--- config.mk ---
export PLATFORM = sky130hd
export DESIGN_NAME = detection_confidence_state_machine_top_flat
export DESIGN_NICKNAME = d
export VERILOG_FILES = /design/src/sv/dcsm_pkg.sv /design/src/sv/dcsm_in_if.sv /design/src/sv/dcsm_out_if.sv /design/src/sv/dcsm_cfg_if.sv /design/src/sv/detection_confidence_state_machine_top.sv /design/src/sv/dcsm_step.sv /design/src/flat_wrapper.sv
export SDC_FILE = /design/constraint.sdc
export NUM_CORES = 1
export LEC_CHECK = 0
export BUFFER_PORTS_ARGS = -buffer_cell sky130_fd_sc_hd__buf_2
export CAP_MARGIN = 10
export CORE_UTILIZATION = 35
export DETAILED_ROUTE_END_ITERATION = 7
export GPL_ROUTABILITY_DRIVEN = 0
export HOLD_SLACK_MARGIN = 0.12
export PLACE_DENSITY_LB_ADDON = 0.15
export SLEW_MARGIN = 20
export SYNTH_ARGS = -nofsm -noshare
export SYNTH_HDL_FRONTEND = slang
export SYNTH_SLANG_ARGS = --single-unit
--- constraint.sdc ---
create_clock -name clk -period 11.85 [get_ports clk]
set_clock_uncertainty 0.1 [all_clocks]
set_input_delay 0.5925 -clock clk [delete_from_list [all_inputs] [get_ports clk]]
set_output_delay 0.5925 -clock clk [all_outputs]
set_load 0.02 [all_outputs]
--- src/sv/dcsm_pkg.sv ---
`timescale 1ns / 1ps

package dcsm_pkg;

  // Field widths fixed by the item format
  localparam int SCORE_W   = 16;
  localparam int CENTER_W  = 18;
  localparam int CFG_IDX_W = 3;
  localparam int CFG_W     = 16;

  // Default counter width for the tick timers
  localparam int COUNT_BITS_DEF = 16;

  // Smoothing sum 3*avg + 2*score + 2 fits in 19 bits
  localparam int SUM_W = 19;

  // Divide by 5 as multiply by reciprocal: exact for any sum below 2**22
  localparam int                DIV5_SHIFT = 22;
  localparam int                DIV5_W     = 20;
  localparam logic [DIV5_W-1:0] DIV5_MUL   = 20'd838861;
  localparam int                PROD_W     = SUM_W + DIV5_W;

  // Register reset values
  localparam logic [CFG_W-1:0] YELLOW_RST      = 16'd32768;
  localparam logic [CFG_W-1:0] RED_RST         = 16'd52429;
  localparam logic [CFG_W-1:0] HOLD_RST        = 16'd36;
  localparam logic [CFG_W-1:0] INVESTIGATE_RST = 16'd300;
  localparam logic [CFG_W-1:0] COOLDOWN_RST    = 16'd180;

  typedef enum logic [1:0] {
    ST_SEARCHING = 2'd0,
    ST_DETECTING = 2'd1,
    ST_DETECTED  = 2'd2
  } det_state_t;

  typedef enum logic [CFG_IDX_W-1:0] {
    REG_YELLOW      = 3'd0,
    REG_RED         = 3'd1,
    REG_HOLD        = 3'd2,
    REG_INVESTIGATE = 3'd3,
    REG_COOLDOWN    = 3'd4
  } cfg_reg_t;

  localparam logic ITEM_TICK   = 1'b0;
  localparam logic ITEM_SIGNAL = 1'b1;

  typedef struct packed {
    logic [CFG_W-1:0] yellow;
    logic [CFG_W-1:0] red;
    logic [CFG_W-1:0] hold;
    logic [CFG_W-1:0] investigate;
    logic [CFG_W-1:0] cooldown;
  } cfg_t;

  // Tracker state apart from the tick timers
  typedef struct packed {
    det_state_t         state;
    logic [SCORE_W-1:0] avg;
    logic               reached_red;
    logic [SCORE_W-1:0] x;
    logic [SCORE_W-1:0] y;
    logic [SCORE_W-1:0] fill;
  } trk_t;

  // Negative center goes to 0, above unity goes to full scale
  function automatic logic [SCORE_W-1:0] clamp_center(input logic signed [CENTER_W-1:0] v);
    logic [SCORE_W-1:0] res;
    if (v[CENTER_W-1]) begin
      res = '0;
    end else if (v[CENTER_W-2:SCORE_W] != '0) begin
      res = '1;
    end else begin
      res = v[SCORE_W-1:0];
    end
    return res;
  endfunction

  // (a + b + 1) >> 1, half rounds up
  function automatic logic [SCORE_W-1:0] half_avg(input logic [SCORE_W-1:0] a,
                                                  input logic [SCORE_W-1:0] b);
    logic [SCORE_W:0] s;
    s = {1'b0, a} + {1'b0, b} + (SCORE_W+1)'(1);
    return s[SCORE_W:1];
  endfunction

endpackage

--- src/sv/dcsm_in_if.sv ---
`timescale 1ns / 1ps

interface dcsm_in_if;
  import dcsm_pkg::*;

  logic                       valid;
  logic                       ready;
  logic                       kind;
  logic [SCORE_W-1:0]         signal_score;
  logic signed [CENTER_W-1:0] center_x;
  logic signed [CENTER_W-1:0] center_y;
  logic [SCORE_W-1:0]         fill;

  modport source (output valid, kind, signal_score, center_x, center_y, fill, input ready);
  modport sink   (input valid, kind, signal_score, center_x, center_y, fill, output ready);
endinterface

--- src/sv/dcsm_out_if.sv ---
`timescale 1ns / 1ps

interface dcsm_out_if;
  import dcsm_pkg::*;

  logic               valid;
  logic               ready;
  logic [1:0]         det_state;
  logic [SCORE_W-1:0] smoothed_score;
  logic [SCORE_W-1:0] target_x;
  logic [SCORE_W-1:0] target_y;
  logic [SCORE_W-1:0] target_fill;

  modport source (output valid, det_state, smoothed_score, target_x, target_y, target_fill,
                  input ready);
  modport sink   (input valid, det_state, smoothed_score, target_x, target_y, target_fill,
                  output ready);
endinterface

--- src/sv/dcsm_cfg_if.sv ---
`timescale 1ns / 1ps

interface dcsm_cfg_if;
  import dcsm_pkg::*;

  logic                 valid;
  logic                 ready;
  logic [CFG_IDX_W-1:0] index;
  logic [CFG_W-1:0]     data;

  modport source (output valid, index, data, input ready);
  modport sink   (input valid, index, data, output ready);
endinterface

--- src/sv/detection_confidence_state_machine_top.sv ---
`timescale 1ns / 1ps

// Detection confidence tracker (searching / detecting / detected).
// Input channel in_ch: one word per item. kind 0 is a tick that advances the
// hold, detecting and cooldown timers; kind 1 is a signal sample that updates
// the smoothed score, the stored target and the tracker state.
// Result channel out_ch: exactly one word per input word, in order, holding
// the tracker state, smoothed score and target after that item.
// Config channel cfg_ch: register writes, always ready; index 0 yellow,
// 1 red, 2 hold, 3 investigate, 4 cooldown; other indexes are ignored.
// Write only while no item is in flight.
// Throughput is one word per cycle unless the receiver stalls; a word goes
// through the input register, then the state update lands in the state and
// result registers. The tracker state feeds back through combinational dcsm_step.
// When the receiver stalls, the result register holds and the input
// register fills, then in_ch.ready drops; nothing is lost or repeated.
// Synchronous reset puts the tracker in searching with all timers, the
// score and the target at zero and the registers at their defaults.

module detection_confidence_state_machine_top
  import dcsm_pkg::*;
#(
  parameter int COUNT_BITS = COUNT_BITS_DEF
) (
  input logic        clk,
  input logic        rst_n,
  dcsm_in_if.sink    in_ch,
  dcsm_out_if.source out_ch,
  dcsm_cfg_if.sink   cfg_ch
);

  // Input stage
  logic                       s1_v_r;
  logic                       s1_kind_r;
  logic [SCORE_W-1:0]         s1_score_r;
  logic signed [CENTER_W-1:0] s1_cx_r;
  logic signed [CENTER_W-1:0] s1_cy_r;
  logic [SCORE_W-1:0]         s1_fill_r;

  // Tracker state
  trk_t                  trk_r,  trk_nxt;
  logic [COUNT_BITS-1:0] low_r,  low_nxt;
  logic [COUNT_BITS-1:0] det_r,  det_nxt;
  logic [COUNT_BITS-1:0] cool_r, cool_nxt;
  cfg_t                  cfg_r;

  // Result stage
  logic               out_v_r, out_v_nxt;
  logic [1:0]         out_state_r;
  logic [SCORE_W-1:0] out_score_r;
  logic [SCORE_W-1:0] out_x_r;
  logic [SCORE_W-1:0] out_y_r;
  logic [SCORE_W-1:0] out_fill_r;

  logic in_acc;
  logic adv;

  assign adv         = s1_v_r && (!out_v_r || out_ch.ready);
  assign in_ch.ready = !s1_v_r || adv;
  assign in_acc      = in_ch.valid && in_ch.ready;
  assign out_v_nxt   = adv || (out_v_r && !out_ch.ready);
  assign cfg_ch.ready = 1'b1;

  dcsm_step #(
    .COUNT_BITS (COUNT_BITS)
  ) u_step (
    .cur          (trk_r),
    .low_cnt      (low_r),
    .det_cnt      (det_r),
    .cool_cnt     (cool_r),
    .cfg          (cfg_r),
    .kind         (s1_kind_r),
    .signal_score (s1_score_r),
    .center_x     (s1_cx_r),
    .center_y     (s1_cy_r),
    .fill         (s1_fill_r),
    .nxt          (trk_nxt),
    .low_nxt      (low_nxt),
    .det_nxt      (det_nxt),
    .cool_nxt     (cool_nxt)
  );

  // Control, tracker state and registers
  always_ff @(posedge clk) begin
    if (!rst_n) begin
      s1_v_r  <= 1'b0;
      out_v_r <= 1'b0;
      trk_r   <= '{state: ST_SEARCHING, avg: '0, reached_red: 1'b0, x: '0, y: '0, fill: '0};
      low_r   <= '0;
      det_r   <= '0;
      cool_r  <= '0;
      cfg_r   <= '{yellow: YELLOW_RST, red: RED_RST, hold: HOLD_RST,
                   investigate: INVESTIGATE_RST, cooldown: COOLDOWN_RST};
    end else begin
      if (in_acc) begin
        s1_v_r <= 1'b1;
      end else if (adv) begin
        s1_v_r <= 1'b0;
      end
      out_v_r <= out_v_nxt;
      if (adv) begin
        trk_r  <= trk_nxt;
        low_r  <= low_nxt;
        det_r  <= det_nxt;
        cool_r <= cool_nxt;
      end
      if (cfg_ch.valid) begin
        case (cfg_reg_t'(cfg_ch.index))
          REG_YELLOW:      cfg_r.yellow      <= cfg_ch.data;
          REG_RED:         cfg_r.red         <= cfg_ch.data;
          REG_HOLD:        cfg_r.hold        <= cfg_ch.data;
          REG_INVESTIGATE: cfg_r.investigate <= cfg_ch.data;
          REG_COOLDOWN:    cfg_r.cooldown    <= cfg_ch.data;
          default: ;
        endcase
      end
    end
  end

  // Payload registers
  always_ff @(posedge clk) begin
    if (in_acc) begin
      s1_kind_r  <= in_ch.kind;
      s1_score_r <= in_ch.signal_score;
      s1_cx_r    <= in_ch.center_x;
      s1_cy_r    <= in_ch.center_y;
      s1_fill_r  <= in_ch.fill;
    end
    if (adv) begin
      out_state_r <= trk_nxt.state;
      out_score_r <= trk_nxt.avg;
      out_x_r     <= trk_nxt.x;
      out_y_r     <= trk_nxt.y;
      out_fill_r  <= trk_nxt.fill;
    end
  end

  assign out_ch.valid          = out_v_r;
  assign out_ch.det_state      = out_state_r;
  assign out_ch.smoothed_score = out_score_r;
  assign out_ch.target_x       = out_x_r;
  assign out_ch.target_y       = out_y_r;
  assign out_ch.target_fill    = out_fill_r;

endmodule

--- src/sv/dcsm_step.sv ---
`timescale 1ns / 1ps

module dcsm_step
  import dcsm_pkg::*;
#(
  parameter int COUNT_BITS = COUNT_BITS_DEF
) (
  input  trk_t                       cur,
  input  logic [COUNT_BITS-1:0]      low_cnt,
  input  logic [COUNT_BITS-1:0]      det_cnt,
  input  logic [COUNT_BITS-1:0]      cool_cnt,
  input  cfg_t                       cfg,
  input  logic                       kind,
  input  logic [SCORE_W-1:0]         signal_score,
  input  logic signed [CENTER_W-1:0] center_x,
  input  logic signed [CENTER_W-1:0] center_y,
  input  logic [SCORE_W-1:0]         fill,
  output trk_t                       nxt,
  output logic [COUNT_BITS-1:0]      low_nxt,
  output logic [COUNT_BITS-1:0]      det_nxt,
  output logic [COUNT_BITS-1:0]      cool_nxt
);

  // Compare width covering both counters and 16-bit registers
  localparam int CMP_W = (COUNT_BITS > CFG_W) ? COUNT_BITS : CFG_W;

  logic [SUM_W-1:0]      sum;
  logic [PROD_W-1:0]     prod;
  logic [SCORE_W-1:0]    avg_new;
  logic                  hit;
  logic [CFG_W-1:0]      red_eff;
  logic [COUNT_BITS-1:0] low_sig;
  logic                  cooling;
  logic                  expired;
  logic                  drop;
  det_state_t            st_next;
  logic [CMP_W-1:0]      cnt_max_ext;
  logic [CMP_W-1:0]      cd_ext;
  logic [COUNT_BITS-1:0] cd_load;

  // Smoothed score: (3*avg + 2*score + 2) / 5
  assign sum     = SUM_W'(cur.avg) * SUM_W'(3) + SUM_W'(signal_score) * SUM_W'(2) + SUM_W'(2);
  assign prod    = PROD_W'(sum) * PROD_W'(DIV5_MUL);
  assign avg_new = prod[DIV5_SHIFT +: SCORE_W];

  // Thresholds and timeout checks
  assign hit     = signal_score >= cfg.yellow;
  assign red_eff = (cfg.red > cfg.yellow) ? cfg.red : cfg.yellow;
  assign low_sig = hit ? '0 : low_cnt;
  assign cooling = cool_cnt != '0;
  assign expired = (cur.state == ST_DETECTING) && (CMP_W'(det_cnt) > CMP_W'(cfg.investigate));
  assign drop    = (CMP_W'(low_sig) > CMP_W'(cfg.hold)) || cooling || expired;

  // Cooldown load saturated to the counter range
  assign cnt_max_ext = CMP_W'({COUNT_BITS{1'b1}});
  assign cd_ext      = CMP_W'(cfg.cooldown);
  assign cd_load     = (cd_ext > cnt_max_ext) ? {COUNT_BITS{1'b1}} : cd_ext[COUNT_BITS-1:0];

  // Next tracker state
  always_comb begin
    if (avg_new >= red_eff) begin
      st_next = ST_DETECTED;
    end else if ((avg_new >= cfg.yellow) && !cooling && !expired) begin
      st_next = ST_DETECTING;
    end else if (drop) begin
      st_next = ST_SEARCHING;
    end else begin
      st_next = cur.state;
    end
  end

  // Update for a tick or a signal word
  always_comb begin
    nxt      = cur;
    low_nxt  = low_cnt;
    det_nxt  = det_cnt;
    cool_nxt = cool_cnt;
    if (kind == ITEM_TICK) begin
      if (low_cnt != '1) low_nxt = low_cnt + COUNT_BITS'(1);
      if (cur.state == ST_DETECTING) begin
        if (det_cnt != '1) det_nxt = det_cnt + COUNT_BITS'(1);
      end else begin
        det_nxt = '0;
      end
      if (cooling) cool_nxt = cool_cnt - COUNT_BITS'(1);
    end else begin
      nxt.avg = avg_new;
      low_nxt = low_sig;
      if (hit) begin
        nxt.x    = half_avg(cur.x, clamp_center(center_x));
        nxt.y    = half_avg(cur.y, clamp_center(center_y));
        nxt.fill = half_avg(cur.fill, fill);
      end
      if (st_next == ST_DETECTED) begin
        nxt.reached_red = 1'b1;
        cool_nxt        = '0;
      end
      if ((cur.state == ST_SEARCHING) && (st_next == ST_DETECTING)) nxt.reached_red = 1'b0;
      if ((cur.state != ST_SEARCHING) && (st_next == ST_SEARCHING) && !cur.reached_red) begin
        cool_nxt = cd_load;
      end
      nxt.state = st_next;
    end
  end

endmodule
--- src/flat_wrapper.sv ---
// flat-port wrapper written by rule: the top's interface ports become plain ports
module detection_confidence_state_machine_top_flat import dcsm_pkg::*;
#(
  parameter int COUNT_BITS = COUNT_BITS_DEF
)
  (clk, rst_n, in_ch_valid, in_ch_kind, in_ch_signal_score, in_ch_center_x, in_ch_center_y, in_ch_fill, in_ch_ready, out_ch_valid, out_ch_det_state, out_ch_smoothed_score, out_ch_target_x, out_ch_target_y, out_ch_target_fill, out_ch_ready, cfg_ch_valid, cfg_ch_index, cfg_ch_data, cfg_ch_ready);
  dcsm_in_if in_ch_i ();
  dcsm_out_if out_ch_i ();
  dcsm_cfg_if cfg_ch_i ();
  input logic clk;
  input logic rst_n;
  input wire logic [$bits(in_ch_i.valid)-1:0] in_ch_valid;
  input wire logic [$bits(in_ch_i.kind)-1:0] in_ch_kind;
  input wire logic [$bits(in_ch_i.signal_score)-1:0] in_ch_signal_score;
  input wire logic [$bits(in_ch_i.center_x)-1:0] in_ch_center_x;
  input wire logic [$bits(in_ch_i.center_y)-1:0] in_ch_center_y;
  input wire logic [$bits(in_ch_i.fill)-1:0] in_ch_fill;
  output wire logic [$bits(in_ch_i.ready)-1:0] in_ch_ready;
  output wire logic [$bits(out_ch_i.valid)-1:0] out_ch_valid;
  output wire logic [$bits(out_ch_i.det_state)-1:0] out_ch_det_state;
  output wire logic [$bits(out_ch_i.smoothed_score)-1:0] out_ch_smoothed_score;
  output wire logic [$bits(out_ch_i.target_x)-1:0] out_ch_target_x;
  output wire logic [$bits(out_ch_i.target_y)-1:0] out_ch_target_y;
  output wire logic [$bits(out_ch_i.target_fill)-1:0] out_ch_target_fill;
  input wire logic [$bits(out_ch_i.ready)-1:0] out_ch_ready;
  input wire logic [$bits(cfg_ch_i.valid)-1:0] cfg_ch_valid;
  input wire logic [$bits(cfg_ch_i.index)-1:0] cfg_ch_index;
  input wire logic [$bits(cfg_ch_i.data)-1:0] cfg_ch_data;
  output wire logic [$bits(cfg_ch_i.ready)-1:0] cfg_ch_ready;
  assign in_ch_i.valid = in_ch_valid;
  assign in_ch_i.kind = in_ch_kind;
  assign in_ch_i.signal_score = in_ch_signal_score;
  assign in_ch_i.center_x = in_ch_center_x;
  assign in_ch_i.center_y = in_ch_center_y;
  assign in_ch_i.fill = in_ch_fill;
  assign in_ch_ready = in_ch_i.ready;
  assign out_ch_valid = out_ch_i.valid;
  assign out_ch_det_state = out_ch_i.det_state;
  assign out_ch_smoothed_score = out_ch_i.smoothed_score;
  assign out_ch_target_x = out_ch_i.target_x;
  assign out_ch_target_y = out_ch_i.target_y;
  assign out_ch_target_fill = out_ch_i.target_fill;
  assign out_ch_i.ready = out_ch_ready;
  assign cfg_ch_i.valid = cfg_ch_valid;
  assign cfg_ch_i.index = cfg_ch_index;
  assign cfg_ch_i.data = cfg_ch_data;
  assign cfg_ch_ready = cfg_ch_i.ready;
  detection_confidence_state_machine_top #(.COUNT_BITS(COUNT_BITS)) u_core (.clk(clk), .rst_n(rst_n), .in_ch(in_ch_i), .out_ch(out_ch_i), .cfg_ch(cfg_ch_i));
endmodule
==> results.yml <==
grt:
  grt_pass1_vias: 18500
  antenna_found_initial: 3
  grt_max_degree: 78
  grt.total_usage: 0.190
  grt_pass1_wl_mm: 101
  globalRoute.totalOverflow: 0
finish:
  area_growth_pct: 16.4
  most-common-layout-cells: "314 x nand2_1, 296 x ha_1, 259 x inv_1"
  final_cell_count_no_fill: 3621
  drive_gt1_frac: 0.127
  n_fill_cell: 6510
  final_common_cell: "nand2_1"
  layout.nets: 3229
cts:
  cts.sinks: 332
  clk_latency_ns: 0.58
  clockBufferDepth: 3
  cts_tree: "built"
  cts_root_buffer: "clkbuf_16"
  htree_levels: 2
  clk_pin_slew_ns: 0.06
  cts_inserted_buffers: 41
placement:
  numPlacedInstances: 3474
  portBuffers: 160
  dp.final_hpwl_mm: 48.9
floorplanning:
  core-area_mm2: 0.0662
  start_util: 0.356
  chipWidth_um: 262
  pin_count: 162
  num_rows: 94
  fp.dieH_um: 262
  die_area_mm2: 0.0684
critical_path:
  critPathKind: "reg -> reg"
  crit_path_max_fanout: 10
  worstReg2RegEnd: "u_core.cool_r[15]$_SDFFE_PN0P_"
  startpoint_type: "flop"
  cpMaxStageDelayCell: "fa_1"
  worstSetupEndpoint: "u_core.cool_r[15]$_SDFFE_PN0P_"
  crit_family: "compound AO/OA/AOI/OAI gates"
  cp.required_ns: 12.17
  cpPeakStageDelay_ns: 0.59
  worstPathArrival_ns: 11.53
  rrSetupSlack_ns: 0.64
  cp_common_cell: "fa_1"
  path_depth: 42
  reg2regPathDepth: 42
  cp-startpoint: "u_core.trk_r[51]$_SDFFE_PN0P_"
  end_kind: "flop"
  r2r-start: "u_core.trk_r[51]$_SDFFE_PN0P_"
  path_buf_inv: 7
logic_synthesis:
  syn_inst: 2516
  netlist_area_mm2: 0.0236
  yosysWarnings: 0
  ys_ff_latch: 332
  async_reset_ff_frac: 0
  yosysSeqAreaShare: 0.339
  synth.avg_cell_area_um2: 9.37
  synth-main-ff-cell: "dfxtp_1"
  synth_edf_count: 135
  ys_types: 83
  synth_fp_nets: 3020
timing:
  worst_pin_slew_ns: 1.12
  min_period_ns: 11.21
  drv_slew: 0
  maxSlewHeadroom: 0.253
  min_period_over_period: 0.946
  final-hold-violation-count: 0
  setup_viol: 0
  max_clock_freq_ghz: 0.0892
routing:
  drc_errors: 0
  dr.pass1.iters: 5
  via_per_inst: 5.09
  via_count: 18400
  routed_wl_mm: 65.1
  drt-initial-drc-count: 879
  ant_nets: 0
  wl_per_cell_um: 18.0
status:
  status: "completed"
min_path:
  hp-start: "in_ch_signal_score[9]"
  hp-class: "in -> reg"
job:
  cap_violations: 0
metrics by stage:
stage | setup slack [ns] | cell area, um2 | util | hold slack [ns] | TNS, ns
after floorplan | 1.65 | 23600 | - | 0.336 | 0
after global placement | 0.474 | 25300 | 0.382 | 0.346 | 0
after detailed placement | 0.400 | 25300 | 0.382 | 0.349 | 0
after CTS | 0.357 | 27400 | 0.413 | 0.120 | 0
after global routing | -0.0286 | 27400 | 0.414 | 0.142 | -0.0554
final | 0.642 | 27400 | 0.414 | 0.171 | 0
metal layers:
layer / part of all wire / track usage
met2: 0.49 / 0.329
met5: 0.00035 / 0
met1: 0.45 / 0.244
met4: 0.022 / 0.0507
met3: 0.036 / 0.0295
kinds of logic after synthesis:
group | Yosys count | share of synthesized area
AOI/OAI and AO/OA | 527 | 0.142
xor gates and xnor gates | 89 | 0.0331
adders and majority gates | 411 | 0.255
buffers and inverters | 348 | 0.0558
DFF | 332 | 0.339
muxes | 73 | 0.0338
other | 1 | 0.000159
and+or+nand+nor | 735 | 0.141
Yosys cell counts, types with 7 or more instances:
library cell  count  area (um2)
nand3_1          38         190
nor2_1          188         706
xnor2_1          59         517
o21ai_1           7        35.0
xor2_1           30         263
edfxtp_1        135        4050
ha_1            296        3700
inv_1           260         976
nor3_1           35         175
dfxtp_1         197        3940
o21a_1           25         188
mux2_2           51         574
nand3b_1          7        52.6
and3_1           36         225
o31ai_1           8        60.1
o21ai_0          75         375
o31a_1            7        61.3
nand2b_1         19         119
and2_1            8        50.1
a31o_2            8        70.1
a21o_1           45         338
clkbuf_1         77         289
a21oi_1         232        1160
nand4_1          24         150
fa_1            115        2300
a31oi_1           7        43.8
nor2b_1          25         156
o21bai_1          9        67.6
o211ai_1         20         150
a211oi_1         25         188
nand2_1         314        1180
or2_2             7        43.8
mux2i_1          21         210
or3_1             9        56.3
registers in the layout, summed over array words and instances, names as in the netlist:
| signal | flops |
|---|---|
| u_core.cfg_r | 80 |
| u_core.cool_r | 16 |
| u_core.det_r | 16 |
| u_core.low_r | 16 |
| u_core.out_ch.det_state | 2 |
| u_core.out_ch.smoothed_score | 16 |
| u_core.out_ch.target_fill | 16 |
| u_core.out_ch.target_x | 16 |
| u_core.out_ch.target_y | 16 |
| u_core.out_ch.valid | 1 |
| u_core.s1_cx_r | 18 |
| u_core.s1_cy_r | 18 |
| u_core.s1_fill_r | 16 |
| u_core.s1_kind_r | 1 |
| u_core.s1_score_r | 16 |
| u_core.s1_v_r | 1 |
| u_core.trk_r | 67 |
final cells by class:
class	instances	area [um2]	area share
repair buffers	253	1670	0.0608
well taps	864	1080	0.0394
clock inverters	20	246	0.00898
multi-input cells	1836	14300	0.521
diodes	1	2.50	0.0000912
inverters	261	985	0.0359
flip-flops and latches	332	8000	0.291
clock buffers	54	1170	0.0425
worst min path at each step:
stage / end / cells after the start / slack, ns
CTS: u_core.s1_cx_r[9]$_DFFE_PP_ / 1 / 0.12
global route: u_core.s1_score_r[9]$_DFFE_PP_ / 1 / 0.14
global placement: u_core.cfg_r[11]$_SDFFE_PN0P_ / 2 / 0.35
detailed placement: u_core.cfg_r[38]$_SDFFE_PN0P_ / 2 / 0.35
floorplan: u_core.cfg_r[13]$_SDFFE_PN0P_ / 2 / 0.34
finish: u_core.s1_score_r[9]$_DFFE_PP_ / 1 / 0.17
timing repair:
action                     in CTS  in global routing
hold buffers                   66                  2
setup buffers                   0                  4
resized for setup               0                  3
hold endpoints to repair       66                  2
setup endpoints to repair       0                 17
Power is left out: the tool's default activity adds up to more than one toggle a clock period on the data nets, which glitch-free logic cannot reach.
